## config.mk

```make
export PLATFORM = sky130hd
export DESIGN_NAME = smoothed_quadratic_temp_sensor_unit_flat
export DESIGN_NICKNAME = d
export VERILOG_FILES = /design/src/hw/rtl/sqts_pkg.sv /design/src/hw/rtl/sqts_ifs.sv /design/src/hw/rtl/sqts_csr.sv /design/src/hw/rtl/sqts_mul.sv /design/src/hw/rtl/smoothed_quadratic_temp_sensor_unit.sv /design/src/flat_wrapper.sv
export SDC_FILE = /design/constraint.sdc
export NUM_CORES = 2
export LEC_CHECK = 0
export BUFFER_PORTS_ARGS = -buffer_cell sky130_fd_sc_hd__buf_2
export CORE_MARGIN = 4
export CORE_UTILIZATION = 43
export DETAILED_ROUTE_END_ITERATION = 10
export MAX_ROUTING_LAYER = met4
export SKIP_CTS_REPAIR_TIMING = 1
export SLEW_MARGIN = 20
export SYNTH_ARGS = -nofsm -noshare
export SYNTH_HDL_FRONTEND = slang
export SYNTH_SLANG_ARGS = --single-unit
```

## constraint.sdc

```tcl
create_clock -name clock -period 16.9 [get_ports clock]
set_input_delay 0.845 -clock clock [delete_from_list [all_inputs] [get_ports clock]]
set_output_delay 0.845 -clock clock [all_outputs]
set_load 0.01 [all_outputs]
```

## src/hw/rtl/sqts_pkg.sv

```systemverilog
// ----------------------------------------------------------------------------
// sqts_pkg
// Shared types and constants of the smoothed quadratic temperature sensor.
// ----------------------------------------------------------------------------
package sqts_pkg;

   localparam int VOLT_W      = 16;
   localparam int TEMP_W      = 16;
   localparam int STATUS_W    = 2;
   localparam int CSR_INDEX_W = 3;
   localparam int CSR_DATA_W  = 32;
   localparam int MUL_A_W     = 33;
   localparam int MUL_B_W     = 18;
   localparam int MUL_P_W     = MUL_A_W + MUL_B_W;

   // Register indexes of the configuration port.
   localparam logic [CSR_INDEX_W-1:0] CSR_ALPHA      = 3'd0;
   localparam logic [CSR_INDEX_W-1:0] CSR_COEF_CONST = 3'd1;
   localparam logic [CSR_INDEX_W-1:0] CSR_COEF_LIN   = 3'd2;
   localparam logic [CSR_INDEX_W-1:0] CSR_COEF_QUAD  = 3'd3;
   localparam logic [CSR_INDEX_W-1:0] CSR_WARMUP_LEN = 3'd4;
   localparam logic [CSR_INDEX_W-1:0] CSR_TEMP_MIN   = 3'd5;
   localparam logic [CSR_INDEX_W-1:0] CSR_TEMP_MAX   = 3'd6;

   // Sensor status codes.
   localparam logic [STATUS_W-1:0] STATUS_OFFLINE = 2'd0;
   localparam logic [STATUS_W-1:0] STATUS_INIT    = 2'd1;
   localparam logic [STATUS_W-1:0] STATUS_RUNNING = 2'd2;

   typedef struct packed {
      logic        [8:0]  alpha;
      logic signed [31:0] coef_const;
      logic signed [31:0] coef_lin;
      logic signed [31:0] coef_quad;
      logic        [7:0]  warmup_len;
      logic signed [15:0] temp_min;
      logic signed [15:0] temp_max;
   } cfg_type;

endpackage

```

## src/hw/rtl/sqts_ifs.sv

```systemverilog
// ----------------------------------------------------------------------------
// sqts channel interfaces
// Valid/ready channels for sensor readings and temperature results.
// ----------------------------------------------------------------------------
interface sqts_req_if;
   import sqts_pkg::*;

   logic              valid;
   logic              ready;
   logic              read_ok;
   logic [VOLT_W-1:0] sample_voltage;

   modport source (output valid, output read_ok, output sample_voltage, input ready);
   modport sink   (input valid, input read_ok, input sample_voltage, output ready);
endinterface

interface sqts_rsp_if;
   import sqts_pkg::*;

   logic                       valid;
   logic                       ready;
   logic signed [TEMP_W-1:0]   temperature;
   logic        [VOLT_W-1:0]   filtered_voltage;
   logic        [STATUS_W-1:0] sensor_status;
   logic                       out_of_range;

   modport source (output valid, output temperature, output filtered_voltage,
                   output sensor_status, output out_of_range, input ready);
   modport sink   (input valid, input temperature, input filtered_voltage,
                   input sensor_status, input out_of_range, output ready);
endinterface

```

## src/hw/rtl/sqts_csr.sv

```systemverilog
// ----------------------------------------------------------------------------
// sqts_csr
// Configuration register file, written through a plain write port.
// ----------------------------------------------------------------------------
module sqts_csr (
   input  logic                               clock,
   input  logic                               reset,
   input  logic                               csr_we,
   input  logic [sqts_pkg::CSR_INDEX_W-1:0]   csr_index,
   input  logic [sqts_pkg::CSR_DATA_W-1:0]    csr_wdata,
   output sqts_pkg::cfg_type                  cfg
);
   import sqts_pkg::*;

   cfg_type cfg_ff;
   cfg_type cfg_in;

   always_comb begin
      cfg_in = cfg_ff;
      if (csr_we) begin
         case (csr_index)
            CSR_ALPHA:      cfg_in.alpha      = csr_wdata[8:0];
            CSR_COEF_CONST: cfg_in.coef_const = csr_wdata;
            CSR_COEF_LIN:   cfg_in.coef_lin   = csr_wdata;
            CSR_COEF_QUAD:  cfg_in.coef_quad  = csr_wdata;
            CSR_WARMUP_LEN: cfg_in.warmup_len = csr_wdata[7:0];
            CSR_TEMP_MIN:   cfg_in.temp_min   = csr_wdata[15:0];
            CSR_TEMP_MAX:   cfg_in.temp_max   = csr_wdata[15:0];
            default:        cfg_in = cfg_ff;
         endcase
      end
   end

   always_ff @(posedge clock) begin
      if (reset) begin
         cfg_ff.alpha      <= 9'd77;
         cfg_ff.coef_const <= '0;
         cfg_ff.coef_lin   <= '0;
         cfg_ff.coef_quad  <= '0;
         cfg_ff.warmup_len <= 8'd30;
         cfg_ff.temp_min   <= -16'sd7680;
         cfg_ff.temp_max   <= 16'sd25600;
      end else begin
         cfg_ff <= cfg_in;
      end
   end

   assign cfg = cfg_ff;

endmodule

```

## src/hw/rtl/sqts_mul.sv

```systemverilog
// ----------------------------------------------------------------------------
// sqts_mul
// Shared signed 33 x 18 multiplier used by every arithmetic step of the sequencer.
// ----------------------------------------------------------------------------
module sqts_mul (
   input  logic signed [sqts_pkg::MUL_A_W-1:0] op_a,
   input  logic signed [sqts_pkg::MUL_B_W-1:0] op_b,
   output logic signed [sqts_pkg::MUL_P_W-1:0] prod
);
   import sqts_pkg::*;

   assign prod = MUL_P_W'(op_a) * MUL_P_W'(op_b);

endmodule

```

## src/hw/rtl/smoothed_quadratic_temp_sensor_unit.sv

```systemverilog
// ----------------------------------------------------------------------------
// smoothed_quadratic_temp_sensor_unit
// Exponential smoothing of sensor voltages followed by a quadratic
// calibration to temperature, with warm-up status and range flagging.
// ----------------------------------------------------------------------------
//
//   Channel   Direction   Carries
//   req_ch    in          read_ok, sample_voltage
//   rsp_ch    out         temperature, filtered_voltage, sensor_status,
//                         out_of_range
//   csr_*     in          write enable, register index, write data
//
// Items are accepted only in the idle step. A good reading with history runs six steps
// on the shared multiplier (two for the average, square, linear, two for the quadratic
// term) and then the finish step, which loads its result; the next item is accepted
// only after the sequencer is back in the idle step. The first reading after a clear
// skips the average; a failed read goes straight to finish. Reset is synchronous,
// active high; a result stalled on rsp_ch holds the next item in finish.
// ----------------------------------------------------------------------------
module smoothed_quadratic_temp_sensor_unit (
   input  logic                              clock,
   input  logic                              reset,
   sqts_req_if.sink                          req_ch,
   sqts_rsp_if.source                        rsp_ch,
   input  logic                              csr_we,
   input  logic [sqts_pkg::CSR_INDEX_W-1:0]  csr_index,
   input  logic [sqts_pkg::CSR_DATA_W-1:0]   csr_wdata
);
   import sqts_pkg::*;

   // Sequencer steps.
   localparam logic [2:0] ST_IDLE = 3'd0;
   localparam logic [2:0] ST_F1   = 3'd1;
   localparam logic [2:0] ST_F2   = 3'd2;
   localparam logic [2:0] ST_SQ   = 3'd3;
   localparam logic [2:0] ST_LIN  = 3'd4;
   localparam logic [2:0] ST_QLO  = 3'd5;
   localparam logic [2:0] ST_QHI  = 3'd6;
   localparam logic [2:0] ST_DONE = 3'd7;

   cfg_type cfg;

   sqts_csr u_csr (
      .clock     (clock),
      .reset     (reset),
      .csr_we    (csr_we),
      .csr_index (csr_index),
      .csr_wdata (csr_wdata),
      .cfg       (cfg)
   );

   // Control state.
   logic [2:0] state_ff, state_in;
   logic       have_hist_ff, have_hist_in;
   logic [7:0] count_ff, count_in;
   logic [STATUS_W-1:0] status_ff, status_in;
   logic       rsp_valid_ff, rsp_valid_in;

   // Item and datapath registers.
   logic                     ok_ff, ok_in;
   logic [VOLT_W-1:0]        volt_ff, volt_in;
   logic [VOLT_W-1:0]        prev_ff, prev_in;
   logic [VOLT_W-1:0]        filt_ff, filt_in;
   logic [24:0]              acc_ff, acc_in;
   logic [31:0]              sq_ff, sq_in;
   logic signed [36:0]       lsum_ff, lsum_in;
   logic signed [65:0]       q_ff, q_in;
   logic signed [TEMP_W-1:0] last_temp_ff, last_temp_in;

   // Result register.
   logic signed [TEMP_W-1:0] out_temp_ff, out_temp_in;
   logic [VOLT_W-1:0]        out_filt_ff, out_filt_in;
   logic [STATUS_W-1:0]      out_status_ff, out_status_in;
   logic                     out_flag_ff, out_flag_in;

   logic signed [MUL_A_W-1:0] mul_a;
   logic signed [MUL_B_W-1:0] mul_b;
   logic signed [MUL_P_W-1:0] prod;
   logic [8:0]                alpha_sat;
   logic [24:0]               avg_sum;
   logic signed [MUL_P_W-1:0] lin_sh;
   logic signed [65:0]        q_sh;
   logic signed [40:0]        temp_wide;
   logic signed [TEMP_W-1:0]  temp_sat;
   logic [7:0]                count_next;
   logic                      out_free;

   sqts_mul u_mul (
      .op_a (mul_a),
      .op_b (mul_b),
      .prod (prod)
   );

   assign alpha_sat = (cfg.alpha > 9'd256) ? 9'd256 : cfg.alpha;
   assign out_free  = !rsp_valid_ff || rsp_ch.ready;
   assign req_ch.ready = (state_ff == ST_IDLE);

   // Operand selection for the shared multiplier.
   always_comb begin
      case (state_ff)
         ST_F1: begin
            mul_a = MUL_A_W'(9'd256 - alpha_sat);
            mul_b = MUL_B_W'(prev_ff);
         end
         ST_F2: begin
            mul_a = MUL_A_W'(alpha_sat);
            mul_b = MUL_B_W'(volt_ff);
         end
         ST_SQ: begin
            mul_a = MUL_A_W'(filt_ff);
            mul_b = MUL_B_W'(filt_ff);
         end
         ST_LIN: begin
            mul_a = MUL_A_W'(cfg.coef_lin);
            mul_b = MUL_B_W'(filt_ff);
         end
         ST_QLO: begin
            mul_a = MUL_A_W'(cfg.coef_quad);
            mul_b = MUL_B_W'(sq_ff[15:0]);
         end
         ST_QHI: begin
            mul_a = MUL_A_W'(cfg.coef_quad);
            mul_b = MUL_B_W'(sq_ff[31:16]);
         end
         default: begin
            mul_a = '0;
            mul_b = '0;
         end
      endcase
   end

   // Rounded weighted average; never exceeds 16 bits after the shift.
   assign avg_sum = acc_ff + prod[24:0] + 25'd128;
   // Arithmetic right shifts give the floor of the scaled products.
   assign lin_sh  = prod >>> 13;
   assign q_sh    = q_ff >>> 26;
   assign temp_wide = 41'(lsum_ff) + q_sh[40:0];

   always_comb begin
      if (temp_wide > 41'sd32767) begin
         temp_sat = 16'sh7fff;
      end else if (temp_wide < -41'sd32768) begin
         temp_sat = 16'sh8000;
      end else begin
         temp_sat = temp_wide[15:0];
      end
   end

   assign count_next = (count_ff == 8'd255) ? count_ff : count_ff + 8'd1;

   always_comb begin
      state_in      = state_ff;
      have_hist_in  = have_hist_ff;
      count_in      = count_ff;
      status_in     = status_ff;
      ok_in         = ok_ff;
      volt_in       = volt_ff;
      prev_in       = prev_ff;
      filt_in       = filt_ff;
      acc_in        = acc_ff;
      sq_in         = sq_ff;
      lsum_in       = lsum_ff;
      q_in          = q_ff;
      last_temp_in  = last_temp_ff;
      out_temp_in   = out_temp_ff;
      out_filt_in   = out_filt_ff;
      out_status_in = out_status_ff;
      out_flag_in   = out_flag_ff;
      rsp_valid_in  = rsp_valid_ff && !rsp_ch.ready;

      case (state_ff)
         ST_IDLE: begin
            if (req_ch.valid) begin
               ok_in   = req_ch.read_ok;
               volt_in = req_ch.sample_voltage;
               if (!req_ch.read_ok) begin
                  state_in = ST_DONE;
               end else if (have_hist_ff) begin
                  state_in = ST_F1;
               end else begin
                  // The first sample after a clear passes through unchanged.
                  filt_in  = req_ch.sample_voltage;
                  state_in = ST_SQ;
               end
            end
         end
         ST_F1: begin
            acc_in   = prod[24:0];
            state_in = ST_F2;
         end
         ST_F2: begin
            filt_in  = avg_sum[23:8];
            state_in = ST_SQ;
         end
         ST_SQ: begin
            sq_in    = prod[31:0];
            state_in = ST_LIN;
         end
         ST_LIN: begin
            lsum_in  = 37'(cfg.coef_const) + lin_sh[36:0];
            state_in = ST_QLO;
         end
         ST_QLO: begin
            q_in     = 66'(prod);
            state_in = ST_QHI;
         end
         ST_QHI: begin
            q_in     = q_ff + {prod[49:0], 16'b0};
            state_in = ST_DONE;
         end
         ST_DONE: begin
            if (out_free) begin
               rsp_valid_in = 1'b1;
               state_in     = ST_IDLE;
               if (!ok_ff) begin
                  // Failed read: go offline and drop the filter history.
                  status_in     = STATUS_OFFLINE;
                  have_hist_in  = 1'b0;
                  prev_in       = '0;
                  count_in      = '0;
                  out_temp_in   = last_temp_ff;
                  out_filt_in   = '0;
                  out_status_in = STATUS_OFFLINE;
                  out_flag_in   = 1'b0;
               end else begin
                  last_temp_in = temp_sat;
                  prev_in      = filt_ff;
                  have_hist_in = 1'b1;
                  count_in     = count_next;
                  out_temp_in  = temp_sat;
                  out_filt_in  = filt_ff;
                  if (count_next >= cfg.warmup_len) begin
                     status_in     = STATUS_RUNNING;
                     out_status_in = STATUS_RUNNING;
                     out_flag_in   = (temp_sat < cfg.temp_min) ||
                                     (temp_sat > cfg.temp_max);
                  end else begin
                     status_in     = STATUS_INIT;
                     out_status_in = STATUS_INIT;
                     out_flag_in   = 1'b0;
                  end
               end
            end
         end
         default: begin
            state_in = ST_IDLE;
         end
      endcase
   end

   always_ff @(posedge clock) begin
      if (reset) begin
         state_ff     <= ST_IDLE;
         have_hist_ff <= 1'b0;
         count_ff     <= '0;
         status_ff    <= STATUS_OFFLINE;
         rsp_valid_ff <= 1'b0;
         prev_ff      <= '0;
         last_temp_ff <= '0;
      end else begin
         state_ff     <= state_in;
         have_hist_ff <= have_hist_in;
         count_ff     <= count_in;
         status_ff    <= status_in;
         rsp_valid_ff <= rsp_valid_in;
         prev_ff      <= prev_in;
         last_temp_ff <= last_temp_in;
      end
   end

   always_ff @(posedge clock) begin
      ok_ff         <= ok_in;
      volt_ff       <= volt_in;
      filt_ff       <= filt_in;
      acc_ff        <= acc_in;
      sq_ff         <= sq_in;
      lsum_ff       <= lsum_in;
      q_ff          <= q_in;
      out_temp_ff   <= out_temp_in;
      out_filt_ff   <= out_filt_in;
      out_status_ff <= out_status_in;
      out_flag_ff   <= out_flag_in;
   end

   assign rsp_ch.valid            = rsp_valid_ff;
   assign rsp_ch.temperature      = out_temp_ff;
   assign rsp_ch.filtered_voltage = out_filt_ff;
   assign rsp_ch.sensor_status    = out_status_ff;
   assign rsp_ch.out_of_range     = out_flag_ff;

endmodule

```

## src/flat_wrapper.sv

```systemverilog
// flat-port wrapper written by rule: the top's interface ports become plain ports
module smoothed_quadratic_temp_sensor_unit_flat import sqts_pkg::*;
  (clock, reset, csr_we, csr_index, csr_wdata, req_ch_valid, req_ch_read_ok, req_ch_sample_voltage, req_ch_ready, rsp_ch_valid, rsp_ch_temperature, rsp_ch_filtered_voltage, rsp_ch_sensor_status, rsp_ch_out_of_range, rsp_ch_ready);
  sqts_req_if req_ch_i ();
  sqts_rsp_if rsp_ch_i ();
  input  logic clock;
  input  logic reset;
  input  logic csr_we;
  input  logic [sqts_pkg::CSR_INDEX_W-1:0] csr_index;
  input  logic [sqts_pkg::CSR_DATA_W-1:0] csr_wdata;
  input wire logic [$bits(req_ch_i.valid)-1:0] req_ch_valid;
  input wire logic [$bits(req_ch_i.read_ok)-1:0] req_ch_read_ok;
  input wire logic [$bits(req_ch_i.sample_voltage)-1:0] req_ch_sample_voltage;
  output wire logic [$bits(req_ch_i.ready)-1:0] req_ch_ready;
  output wire logic [$bits(rsp_ch_i.valid)-1:0] rsp_ch_valid;
  output wire logic [$bits(rsp_ch_i.temperature)-1:0] rsp_ch_temperature;
  output wire logic [$bits(rsp_ch_i.filtered_voltage)-1:0] rsp_ch_filtered_voltage;
  output wire logic [$bits(rsp_ch_i.sensor_status)-1:0] rsp_ch_sensor_status;
  output wire logic [$bits(rsp_ch_i.out_of_range)-1:0] rsp_ch_out_of_range;
  input wire logic [$bits(rsp_ch_i.ready)-1:0] rsp_ch_ready;
  assign req_ch_i.valid = req_ch_valid;
  assign req_ch_i.read_ok = req_ch_read_ok;
  assign req_ch_i.sample_voltage = req_ch_sample_voltage;
  assign req_ch_ready = req_ch_i.ready;
  assign rsp_ch_valid = rsp_ch_i.valid;
  assign rsp_ch_temperature = rsp_ch_i.temperature;
  assign rsp_ch_filtered_voltage = rsp_ch_i.filtered_voltage;
  assign rsp_ch_sensor_status = rsp_ch_i.sensor_status;
  assign rsp_ch_out_of_range = rsp_ch_i.out_of_range;
  assign rsp_ch_i.ready = rsp_ch_ready;
  smoothed_quadratic_temp_sensor_unit u_core (.clock(clock), .reset(reset), .req_ch(req_ch_i), .rsp_ch(rsp_ch_i), .csr_we(csr_we), .csr_index(csr_index), .csr_wdata(csr_wdata));
endmodule
```

==> flow_metrics.py <==
metrics = {
    "status": {
        "status": "finished, final reports clean",
    },
    "clock_tree": {
        "clk_latency_ns": 0.61,
        "cts.sinks": 401,
        "htree_levels": 2,
        "clockBufferDepth": 3,
        "clockRootBuffer": "clkbuf_16",
        "tritoncts": "done",
        "clkTransAtPathRegs_ns": 0.06,
        "cts_buffers": 44,
    },
    "detailed_routing": {
        "routedWlPerCell_um": 21.25,
        "drtAntennaViolNets": 0,
        "route.detailed.drc": 0,
        "routed_wl_um": 129800,
        "vias": 34054,
        "vias_per_cell": 5.576,
        "first_iter_violations": 2876,
        "first_pass_iters": 6,
    },
    "cells_and_area": {
        "fin_area_um2": 45780,
        "final_util_pct": 47.13,
        "final_nets": 5673,
        "final_cell_mix": "780 x nand2_1, 662 x inv_1, 496 x fa_1",
        "drive_gt1_share_pct": 6.505,
        "final_common_cell": "nand2_1",
        "syn_to_final_growth_pct": 8.296,
    },
    "global_routing": {
        "grt_pass1_wl_um": 200900,
        "antenna_found_initial": 4,
        "grt_pass1_vias": 33942,
        "grt_usage_pct": 25.87,
        "overflow": 0,
        "grt_max_degree": 116,
    },
    "critical_path": {
        "cp-start-kind": "flip-flop",
        "path_common_cell": "fa_1",
        "end_kind": "flip-flop",
        "path_class": "flip-flop to flip-flop",
        "crit_arrival_ns": 13.14,
        "required_ns": 17.24,
        "slowest_stage": "clkinv_1",
        "path_max_fanout": 32,
        "max_stage_delay_ns": 0.67,
    },
    "worst_hold_path": {
        "hold_path_class": "input pin to flip-flop",
    },
    "timing": {
        "hold_violations": 0,
        "maxSlewViolCount": 0,
        "fin_ws_ns": 4.102,
        "finalSetupViolCount": 0,
        "rsz0062_at_grt": "no",
        "finalCriticalPeriod_ns": 12.80,
        "relSlewSlack_pct": 19.11,
        "tightest_slew_ns": 1.213,
        "fin_setup_tns_ns": 0,
        "skew_ns": 0.02658,
        "fmax_mhz": 78.14,
        "period_share_pct": 75.73,
    },
    "placement": {
        "gp_congestion": 0.9402,
        "place_hpwl_um": 100400,
        "pre_cts_ws_ns": 4.137,
        "placed_area_um2": 44190,
        "io_buffer_count": 93,
    },
    "synth": {
        "synth_seq_area_share_pct": 23.98,
        "ys_async_sr_fraction_pct": 0,
        "ys_seq_elements": 401,
        "synth_area_per_cell_um2": 8.845,
        "syn_inst": 4780,
        "synth_cell_type_count": 93,
        "synthFlopType": "edfxtp_1",
        "syn-num-nets": 5661,
        "yosys_warnings": 0,
        "syn_area_um2": 42280,
        "synth_edf_count": 211,
    },
    "floorplanning": {
        "die_x_um": 321.6,
        "initial_core_util_pct": 43.52,
        "die_h_um": 321.6,
        "fp-row-count": 114,
        "die_area_um2": 103400,
        "io_pins": 94,
        "core_um2": 97140,
    },
    "flow_run": {
        "maxCapViolations": 0,
    },
    "power_and_ir_drop": {
        "vdd_drop_max_mv": 0.1065,
        "total_power_mw": 4.702,
        "p_leak_nw": 20.31,
        "powerDensity_nw_per_um2": 102.7,
    },
}
[final timing paths]
kind                            slack [ns]  cells after the start                     start              endpoint
worst min register to register        0.46                      2      u_core.u_csr.cfg[50]  u_core.u_csr.cfg[50]
worst min-delay path                  0.45                      1  req_ch_sample_voltage[4]     u_core.volt_ff[4]
worst max-delay path                  4.10                     39        u_core.state_ff[2]    u_core.lsum_ff[36]
worst max register to register        4.10                     39        u_core.state_ff[2]    u_core.lsum_ff[36]
[area by class of cell]
class                   count  area, µm²
flip-flops and latches    401      10140
clock inverters            21      305.3
repair buffers            169       1042
fillers                  9384      51350
diodes                      4      10.01
inverters                 664       2494
multi-input cells        3512      28920
clock buffers              60       1272
well taps                1276       1597
[per-layer routing]
layer	GRT usage (%)	vias to the layer above	wire, µm	part of all wire [%]
met4	9.534	0	5464	4.2
met1	33.88	16707	55270	43
met2	40.55	1200	59630	46
met5	-	-	0	0
li1	-	15862	-	-
met3	4.405	285	9423	7.3
[synthesized netlist by cell type, drive strengths merged, types with 13 or more instances]
cell type / number / area [µm²]
nand2: 782 / 2938
inv: 662 / 2485
fa: 496 / 9930
nor2: 360 / 1359
a21oi: 352 / 1818
ha: 328 / 4104
edfxtp: 211 / 6336
dfxtp: 190 / 3804
clkbuf: 171 / 644.4
o21ai: 150 / 758.2
xnor2: 108 / 945.9
a21o: 97 / 728.2
xor2: 71 / 621.9
a22oi: 67 / 503.0
nand3: 57 / 285.3
and2: 53 / 331.6
a211oi: 43 / 332.8
nor3: 43 / 220.2
nand2b: 40 / 250.2
o21a: 39 / 292.8
nand4: 36 / 225.2
o21bai: 33 / 251.5
buf: 32 / 162.7
nor2b: 30 / 187.7
and3: 28 / 175.2
a31oi: 26 / 168.9
a22o: 21 / 183.9
o211ai: 19 / 152.6
mux2i: 16 / 160.2
a211o: 15 / 131.4
and4: 15 / 131.4
a221oi: 13 / 126.4
or2: 13 / 81.33
[power by group]
group          internal [mW]  switching (mW)  total (mW)
Sequential              1.16          0.0497        1.21
Clock                  0.612           0.441        1.05
Combinational          0.880            1.56        2.44
[critical path: cells and delay by family, from the launching register on]
family	cells	cell delay, ns
buffers and inverters	10	2.66
xor gates and xnor gates	2	0.69
DFF	1	0.30
adders and majority gates	8	3.73
and+or+nand+nor	9	2.15
AOI/OAI and AO/OA	10	2.95
[per-stage QoR]
stage	hold WS [ns]	instances
finish	0.4537	6107
global route	0.4435	6107
CTS	0.4371	6103
detailed placement	0.4462	6022
global placement	0.4413	6022
floorplan	0.4332	4780
[cell families after synthesis]
logic type	share of synthesized area, %
simple gates	15.53
compound gates	15.13
buf+inv	7.804
fa+ha+maj	33.19
flops	23.98
xor+xnor	3.708
mux	0.6452
[flip-flops by register name, summed over array words and instances (netlist names), 24 cells and up]
name,flops
u_core.acc_ff,24
u_core.lsum_ff,37
u_core.q_ff,50
u_core.sq_ff,32
u_core.u_csr.cfg,145
(Power assumes the default switching activity.)
